<file path="src/rtl/core/pce_pkg.sv">
// ----------------------------------------------------------------------------
// pce_pkg
// Shared types and constants for the PCI configuration space enumerator.
// ----------------------------------------------------------------------------
package pce_pkg;

  // Result kinds
  localparam logic [1:0] KIND_REQ  = 2'd0;
  localparam logic [1:0] KIND_REC  = 2'd1;
  localparam logic [1:0] KIND_DONE = 2'd2;

  // Configuration register indexes
  localparam logic [1:0] CFG_CLASS    = 2'd0;
  localparam logic [1:0] CFG_SUBCLASS = 2'd1;
  localparam logic [1:0] CFG_PROGIF   = 2'd2;
  localparam logic [1:0] CFG_STOP     = 2'd3;

  // Configuration dword offsets
  localparam logic [7:0] OFF_ID    = 8'h00;
  localparam logic [7:0] OFF_CLASS = 8'h08;
  localparam logic [7:0] OFF_HDR   = 8'h0C;

  localparam logic [15:0] VENDOR_NONE = 16'hFFFF;
  localparam logic [7:0]  FILT_ANY    = 8'hFF;
  localparam logic [4:0]  LAST_SLOT   = 5'd31;
  localparam logic [7:0]  LAST_BUS    = 8'd255;
  localparam logic [3:0]  FUNC_SINGLE = 4'd1;
  localparam logic [3:0]  FUNC_MULTI  = 4'd8;
  localparam int unsigned HDR_MF_BIT  = 23;  // bit 7 of header type in dword 0x0C
  localparam logic [16:0] CNT_MAX     = 17'h1FFFF;

  // Output queue
  localparam int unsigned OQ_DEPTH = 4;
  localparam int unsigned OQ_AW    = $clog2(OQ_DEPTH);

  typedef enum logic [2:0] {
    PH_IDLE  = 3'd0,
    PH_F0ID  = 3'd1,
    PH_F0HDR = 3'd2,
    PH_FNID  = 3'd3,
    PH_FNCLS = 3'd4,
    PH_FNHDR = 3'd5,
    PH_DONE  = 3'd6
  } phase_t;

  typedef struct packed {
    logic        action;
    logic [31:0] read_data;
  } in_word_t;

  typedef struct packed {
    logic [1:0]  kind;
    logic [7:0]  bus_number;
    logic [4:0]  slot_number;
    logic [2:0]  function_number;
    logic [7:0]  register_offset;
    logic [15:0] vendor_code;
    logic [15:0] device_code;
    logic [31:0] class_register;
    logic [7:0]  hdr_byte;
    logic [16:0] device_count;
  } out_word_t;

  typedef struct packed {
    logic [7:0] class_filter;
    logic [7:0] subclass_filter;
    logic [7:0] progif_filter;
    logic       stop_on_first;
  } cfg_t;

  // Up to two result words per response
  typedef struct packed {
    logic [1:0] cnt;
    out_word_t  r0;
    out_word_t  r1;
  } res_t;

endpackage

</file>
<file path="src/rtl/core/pce_seq.sv">
// ----------------------------------------------------------------------------
// pce_seq
// Scan sequencer: holds the scan position and turns one input word into
// zero, one or two result words combinationally.
// ----------------------------------------------------------------------------
module pce_seq (
  input  logic              clk,
  input  logic              rst_n,
  input  logic              step,
  input  pce_pkg::in_word_t word,
  input  pce_pkg::cfg_t     cfg,
  output pce_pkg::res_t     res
);
  import pce_pkg::*;

  phase_t      phase_r, phase_nxt;
  logic [7:0]  bus_r, bus_nxt;
  logic [4:0]  slot_r, slot_nxt;
  logic [2:0]  func_r, func_nxt;
  logic [3:0]  limit_r, limit_nxt;
  logic [31:0] id_r, id_nxt;
  logic [31:0] class_r, class_nxt;
  logic [16:0] count_r, count_nxt;

  logic        go_func, go_slot, rec, tail, done;
  logic [7:0]  tail_off;
  logic        match;
  out_word_t   rec_w, tail_w;

  // Filter compare on the stored class dword
  assign match = (cfg.class_filter == FILT_ANY || cfg.class_filter == class_r[31:24]) &&
                 (cfg.subclass_filter == FILT_ANY ||
                  cfg.subclass_filter == class_r[23:16]) &&
                 (cfg.progif_filter == FILT_ANY || cfg.progif_filter == class_r[15:8]);

  // Next state and result flags
  always_comb begin
    phase_nxt = phase_r;
    bus_nxt   = bus_r;
    slot_nxt  = slot_r;
    func_nxt  = func_r;
    limit_nxt = limit_r;
    id_nxt    = id_r;
    class_nxt = class_r;
    count_nxt = count_r;
    go_func   = 1'b0;
    go_slot   = 1'b0;
    rec       = 1'b0;
    tail      = 1'b0;
    done      = 1'b0;
    tail_off  = OFF_ID;
    if (step) begin
      if (!word.action) begin
        bus_nxt   = '0;
        slot_nxt  = '0;
        func_nxt  = '0;
        limit_nxt = FUNC_SINGLE;
        count_nxt = '0;
        phase_nxt = PH_F0ID;
        tail      = 1'b1;
      end else begin
        case (phase_r)
          PH_F0ID: begin
            if (word.read_data[15:0] == VENDOR_NONE) begin
              go_slot = 1'b1;
            end else begin
              phase_nxt = PH_F0HDR;
              tail      = 1'b1;
              tail_off  = OFF_HDR;
            end
          end
          PH_F0HDR: begin
            limit_nxt = word.read_data[HDR_MF_BIT] ? FUNC_MULTI : FUNC_SINGLE;
            func_nxt  = '0;
            phase_nxt = PH_FNID;
            tail      = 1'b1;
          end
          PH_FNID: begin
            if (word.read_data[15:0] == VENDOR_NONE) begin
              go_func = 1'b1;
            end else begin
              id_nxt    = word.read_data;
              phase_nxt = PH_FNCLS;
              tail      = 1'b1;
              tail_off  = OFF_CLASS;
            end
          end
          PH_FNCLS: begin
            class_nxt = word.read_data;
            phase_nxt = PH_FNHDR;
            tail      = 1'b1;
            tail_off  = OFF_HDR;
          end
          PH_FNHDR: begin
            if (match) begin
              rec = 1'b1;
              if (count_r != CNT_MAX) count_nxt = count_r + 17'd1;
            end
            if (match && cfg.stop_on_first) begin
              phase_nxt = PH_DONE;
              tail      = 1'b1;
              done      = 1'b1;
            end else begin
              go_func = 1'b1;
            end
          end
          default: ;
        endcase
      end

      // Advance to the next function, or fall through to the next slot
      if (go_func) begin
        if ({1'b0, func_r} + 4'd1 < limit_r) begin
          func_nxt  = func_r + 3'd1;
          phase_nxt = PH_FNID;
          tail      = 1'b1;
        end else begin
          go_slot = 1'b1;
        end
      end

      // Advance to the next slot and bus; the last bus ends the scan
      if (go_slot) begin
        func_nxt = '0;
        tail     = 1'b1;
        if (slot_r == LAST_SLOT) begin
          slot_nxt = '0;
          if (bus_r == LAST_BUS) begin
            bus_nxt   = '0;
            phase_nxt = PH_DONE;
            done      = 1'b1;
          end else begin
            bus_nxt   = bus_r + 8'd1;
            phase_nxt = PH_F0ID;
          end
        end else begin
          slot_nxt  = slot_r + 5'd1;
          phase_nxt = PH_F0ID;
        end
      end
    end
  end

  // Result words
  always_comb begin
    rec_w                 = '0;
    rec_w.kind            = KIND_REC;
    rec_w.bus_number      = bus_r;
    rec_w.slot_number     = slot_r;
    rec_w.function_number = func_r;
    rec_w.vendor_code     = id_r[15:0];
    rec_w.device_code     = id_r[31:16];
    rec_w.class_register  = class_r;
    rec_w.hdr_byte        = word.read_data[23:16];

    tail_w = '0;
    if (done) begin
      tail_w.kind         = KIND_DONE;
      tail_w.device_count = count_nxt;
    end else begin
      tail_w.kind            = KIND_REQ;
      tail_w.bus_number      = bus_nxt;
      tail_w.slot_number     = slot_nxt;
      tail_w.function_number = func_nxt;
      tail_w.register_offset = tail_off;
    end

    res.r0  = rec ? rec_w : tail_w;
    res.r1  = tail_w;
    res.cnt = {1'b0, rec} + {1'b0, tail};
  end

  // State registers
  always_ff @(posedge clk) begin
    if (!rst_n) begin
      phase_r <= PH_IDLE;
      bus_r   <= '0;
      slot_r  <= '0;
      func_r  <= '0;
      limit_r <= FUNC_SINGLE;
      id_r    <= '0;
      class_r <= '0;
      count_r <= '0;
    end else begin
      phase_r <= phase_nxt;
      bus_r   <= bus_nxt;
      slot_r  <= slot_nxt;
      func_r  <= func_nxt;
      limit_r <= limit_nxt;
      id_r    <= id_nxt;
      class_r <= class_nxt;
      count_r <= count_nxt;
    end
  end

  // A response outside a scan gives nothing
  a_idle_quiet: assert property (@(posedge clk) disable iff (!rst_n)
    (step && word.action && (phase_r == PH_IDLE || phase_r == PH_DONE)) |-> res.cnt == 2'd0)
    else $error("result produced outside a scan");

  // Two words only as a device record followed by a request or done
  a_pair_order: assert property (@(posedge clk) disable iff (!rst_n)
    (res.cnt == 2'd2) |-> (res.r0.kind == KIND_REC && res.r1.kind != KIND_REC))
    else $error("bad result pair");

  // Function limit is single or multi
  a_limit: assert property (@(posedge clk) disable iff (!rst_n)
    (limit_r == FUNC_SINGLE || limit_r == FUNC_MULTI))
    else $error("function limit corrupted");

endmodule

</file>
<file path="src/rtl/core/pce_outq.sv">
// ----------------------------------------------------------------------------
// pce_outq
// Result queue: up to two words in per cycle, one out per unstalled cycle.
// ----------------------------------------------------------------------------
module pce_outq (
  input  logic               clk,
  input  logic               rst_n,
  input  pce_pkg::res_t      res,
  output logic               room,
  output logic               out_valid,
  input  logic               out_stall,
  output pce_pkg::out_word_t out_word
);
  import pce_pkg::*;

  out_word_t          q_r [OQ_DEPTH];
  logic [OQ_AW-1:0]   wr_r, rd_r;
  logic [OQ_AW:0]     count_r, count_nxt;
  logic               pop;

  assign out_valid = (count_r != '0);
  assign out_word  = q_r[rd_r];
  assign pop       = out_valid && !out_stall;
  // room for a two-word push
  assign room      = (count_r <= (OQ_AW + 1)'(OQ_DEPTH - 2));

  assign count_nxt = count_r + {{(OQ_AW - 1){1'b0}}, res.cnt} - {{OQ_AW{1'b0}}, pop};

  // Storage writes
  always_ff @(posedge clk) begin
    if (res.cnt != 2'd0) q_r[wr_r] <= res.r0;
    if (res.cnt == 2'd2) q_r[wr_r + OQ_AW'(1)] <= res.r1;
  end

  // Pointers and fill count
  always_ff @(posedge clk) begin
    if (!rst_n) begin
      wr_r    <= '0;
      rd_r    <= '0;
      count_r <= '0;
    end else begin
      wr_r    <= wr_r + OQ_AW'(res.cnt);
      rd_r    <= rd_r + OQ_AW'(pop);
      count_r <= count_nxt;
    end
  end

  a_no_over: assert property (@(posedge clk) disable iff (!rst_n)
    count_r <= (OQ_AW + 1)'(OQ_DEPTH))
    else $error("queue count beyond depth");

  a_push_room: assert property (@(posedge clk) disable iff (!rst_n)
    (res.cnt != 2'd0) |-> room)
    else $error("push without room");

  a_count_track: assert property (@(posedge clk) disable iff (!rst_n)
    $past(rst_n) |-> count_r == $past(count_nxt))
    else $error("queue count mismatch");

endmodule

</file>
<file path="src/rtl/core/pci_config_enumerator.sv">
// ----------------------------------------------------------------------------
// pci_config_enumerator
// PCI configuration space scan sequencer with class filters.
// ----------------------------------------------------------------------------
// Start a scan with an action 0 word; the block answers with configuration
// read requests and takes each read response as the next input word. Device
// records appear for functions that pass the class/subclass/prog-if filters,
// and a done word carrying the record count ends the scan. A word enters an
// input register, is processed from there once the queue has room, and its
// results are written into a four-deep output queue. One word per cycle is
// sustained while each word gives one result and the output is not stalled;
// a matching record followed by its request or done puts two words in the
// queue, which drains one per cycle while the output is not stalled, so the
// queue output port sets the pace for such a word. Input is stalled while the
// queue has fewer than two free entries. The user must write configuration
// only while idle; the block itself does not enforce it.
// ----------------------------------------------------------------------------
module pci_config_enumerator (
  input  logic               clk,
  input  logic               rst_n,
  input  logic               in_valid,
  output logic               in_stall,
  input  pce_pkg::in_word_t  in_word,
  output logic               out_valid,
  input  logic               out_stall,
  output pce_pkg::out_word_t out_word,
  input  logic               cfg_we,
  input  logic [1:0]         cfg_index,
  input  logic [7:0]         cfg_wdata
);
  import pce_pkg::*;

  logic     in_vld_r;
  in_word_t in_word_r;
  cfg_t     cfg_r;
  logic     room, step;
  res_t     res;

  assign step     = in_vld_r && room;
  assign in_stall = in_vld_r && !room;

  // Input register
  always_ff @(posedge clk) begin
    if (!rst_n) begin
      in_vld_r <= 1'b0;
    end else if (!in_stall) begin
      in_vld_r <= in_valid;
    end
  end

  always_ff @(posedge clk) begin
    if (!in_stall && in_valid) in_word_r <= in_word;
  end

  // Configuration registers
  always_ff @(posedge clk) begin
    if (!rst_n) begin
      cfg_r.class_filter    <= FILT_ANY;
      cfg_r.subclass_filter <= FILT_ANY;
      cfg_r.progif_filter   <= FILT_ANY;
      cfg_r.stop_on_first   <= 1'b0;
    end else if (cfg_we) begin
      case (cfg_index)
        CFG_CLASS:    cfg_r.class_filter    <= cfg_wdata;
        CFG_SUBCLASS: cfg_r.subclass_filter <= cfg_wdata;
        CFG_PROGIF:   cfg_r.progif_filter   <= cfg_wdata;
        CFG_STOP:     cfg_r.stop_on_first   <= cfg_wdata[0];
        default: ;
      endcase
    end
  end

  pce_seq u_seq (
    .clk   (clk),
    .rst_n (rst_n),
    .step  (step),
    .word  (in_word_r),
    .cfg   (cfg_r),
    .res   (res)
  );

  pce_outq u_outq (
    .clk       (clk),
    .rst_n     (rst_n),
    .res       (res),
    .room      (room),
    .out_valid (out_valid),
    .out_stall (out_stall),
    .out_word  (out_word)
  );

endmodule

</file>
<file path="config.mk">
export PLATFORM = sky130hd
export DESIGN_NAME = pci_config_enumerator
export DESIGN_NICKNAME = d
export VERILOG_FILES = /design/src/rtl/core/pce_pkg.sv /design/src/rtl/core/pce_seq.sv /design/src/rtl/core/pce_outq.sv /design/src/rtl/core/pci_config_enumerator.sv
export SDC_FILE = /design/constraint.sdc
export NUM_CORES = 1
export LEC_CHECK = 0
export BUFFER_PORTS_ARGS = -buffer_cell sky130_fd_sc_hd__buf_2
export CAP_MARGIN = 15
export CORE_ASPECT_RATIO = 0.5
export CORE_MARGIN = 4
export CORE_UTILIZATION = 49
export CTS_CLUSTER_SIZE = 10
export DETAILED_ROUTE_END_ITERATION = 8
export PLACE_DENSITY = 0.66
export SKIP_CTS_REPAIR_TIMING = 1
export SYNTH_ARGS = -nofsm -noshare
export SYNTH_HDL_FRONTEND = slang
export SYNTH_HIERARCHICAL = 1
export SYNTH_SLANG_ARGS = --single-unit
</file>
<file path="constraint.sdc">
create_clock -name clk -period 14 [get_ports clk]
set_input_delay 2.1 -clock clk [delete_from_list [all_inputs] [get_ports clk]]
set_output_delay 2.1 -clock clk [all_outputs]
set_load 0.02 [all_outputs]
</file>
==> metrics.txt <==
# nets final=approximately 2400; Die ar.=just under 70000 µm²; status=complete, no violations; most frequent cells in the layout=edfxtp_1, mux2_2, nand2_1, buf_2, dfxtp_1; WL final=76.2 mm; grt total ovfl=0; post-route ant nets=0; met3 routed WL=3.60 mm; Min Hold Slack=between 400 and 500 ps; length of routed met2 wiring=36.7 mm; Fin. Hold Viols=0; Highest Clock Rate=0.156 GHz; I/O Buffers=164; CP Data Required Time=14220 ps; r2r startpoint=u_seq/class_r[13]$_SDFFE_PN0P_; Syn Area/Cell=14.0 µm²; Layout Skew=19.2 ps; fillers=5247; core box area=63100 µm²; clk sinks=628; area fraction of the dominant cell type after synthesis=0.473; number of global-route vias before repair=19100; initial antenna violation count=2; M1 WL=roughly 35 mm; Max FO, Critical Path=62; Yosys Warn Count=6; top_reg_cell synth=edfxtp_1; Pins Over Slew Limit=0; Die Span X=365 µm; TritonCTS clock tree=done; number of iterations in the first detailed-routing pass=5; Worst Path Class, Setup=reg -> reg; worst min path class=reg -> reg; P_leak=roughly 13 nW; Via density=5.74; Tcrit/Tclk final=0.457; setup violators final=0; P per Cell Area=133 nW/µm²; Startpoint Class=register; CTS root buf=clkbuf_16; HPWL Detailed=45.6 mm; H-tree depth=3; Hold Crit Start=u_seq/id_r[24]$_SDFFE_PN0P_; routed length per placed instance=23.4 µm; global-route usage over all layers=0.223; DRT iter0 DRCs=1479; Synth-to-Final Area Change=10.5%; cell taking the most area after synthesis=edfxtp_1; die height=187 µm; Critical Path Start=u_seq/class_r[13]$_SDFFE_PN0P_; setup TNS=0 ps; Rel. slew slack=0.248; worst-margin pin slew=between 1000 and 1500 ps; Yosys cell types=a little over 70; Residual DRC=0; Clock Latency Late Sink=610 ps; cells after synthesis=2226; Final GP Congestion=0.840; initial cell density of the core=0.495; row cnt=65; clk slew on worst S/H paths=60 ps; FFs w/ async S/R, synth=0; number of flops mapped to enable cells by yosys=between 400 and 500; Synth area leaders=edfxtp_1, mux2_2, dfxtp_1; IO Count=between 150 and 200; pin count of the biggest net entering global routing=80; critical path data arrival time=6610 ps; Synth Cell Area=around 31000 µm²; first-pass GRT wire length=117 mm; max cap viols=0; via count=18700; CTS max path bufs=3; Worst Setup End Kind=register; overall power=4.60 mW; sequential share of the synthesized area=0.560; TritonCTS buffer count=between 70 and 80; min Tclk post-route=roughly 6400 ps; unrepaired setup endpoints after global routing=no; Top Layer Used=met5; share of cells above drive strength 1=0.345; worst vdd ir=85.8 µV; most common library cell in the layout ignoring fill and taps=edfxtp_1; #FFs+latches synth=628
==> worst paths after layout <==
path                                 endpoint  slack [ps]  cells after the start
setup / recovery  u_outq/q_r[2][16]$_DFFE_PP_        7610                     12
hold / removal    u_seq/id_r[24]$_SDFFE_PN0P_         450                      2
setup reg to reg  u_outq/q_r[2][16]$_DFFE_PP_        7610                     12
hold reg to reg   u_seq/id_r[24]$_SDFFE_PN0P_         450                      2
==> per-layer routing <==
layer	GRT usage	vias to the layer above
met3	0.0342	89
met1	0.320	9590
met4	0.0481	2
met5	0	-
met2	0.364	454
li1	-	8565
==> state kept, by name, indices dropped and copies added, names as in the netlist <==
name / cells
u_seq/limit_r: 2
u_seq/count_r: 17
u_outq/wr_r: 2
u_outq/q_r: 460
u_seq/slot_r: 5
u_outq/count_r: 3
u_outq/rd_r: 2
in_vld_r: 1
cfg_r: 25
u_seq/func_r: 3
u_seq/phase_r: 3
in_word_r: 33
u_seq/id_r: 32
u_seq/class_r: 32
u_seq/bus_r: 8
==> area by class of cell <==
type | instances | area, µm² | share of cell area
multi-input combinational | 1432 | 12700 | 0.367
tap | 837 | 1050 | 0.0303
clock inverter | 6 | 82.6 | 0.00239
timing repair buffer | 199 | 1080 | 0.0314
clock buffer | 126 | 2030 | 0.0586
antenna | 2 | 5.00 | 0.000145
inverter | 27 | 101 | 0.00293
sequential | 628 | 17500 | 0.507
==> cells in the mapped netlist, types with 28 or more instances <==
library cell,n
a21oi_1,91
nor2_1,78
dfxtp_1,135
nand2_1,168
edfxtp_1,493
buf_2,57
buf_4,99
xor2_1,28
mux4_2,115
nor2b_1,40
and2_1,92
mux2_2,412
mux2_1,50
clkbuf_1,55
==> logic make-up (layout without fill, tap and decap cells) <==
logic type	count (synthesis)	count (layout)	share of synthesized area
muxes	604	604	0.258
and+or+nand+nor	502	502	0.0823
buffers and inverters	250	358	0.0466
adders and majority gates	12	12	0.00504
other	1	87	0.000120
DFF	628	628	0.560
xor gates and xnor gates	32	32	0.00896
AOI/OAI and AO/OA	197	197	0.0392
==> through the flow <==
step	std cells	instance area [µm²]	utilization	setup WS (ps)
2_1_floorplan	2310	31600	-	2680
3_3_place_gp	3123	32400	0.514	7820
3_5_place_dp	3123	32400	0.514	7650
4_1_cts	3255	34600	0.548	7650
5_1_grt	3256	34600	0.548	7360
6_report	3257	34600	0.548	7610
==> worst max-delay path, cell delays in order, from the launching register on <==
cell	delay, ps
dfxtp_1	330
xor2_1	170
nor4_1	380
a21oi_1	240
nor4_2	780
nand3_2	380
inv_2	370
ha_1	410
nor2b_1	350
and3_4	610
o21bai_4	220
buf_4	860
buf_4	880
==> power breakdown <==
| part | internal [mW] | switching (mW) |
|---|---|---|
| Sequential | 2.08 | 0.0660 |
| Combinational | 0.297 | 0.437 |
| Clock | 0.983 | 0.740 |
Power figures use the tool's default switching activity.
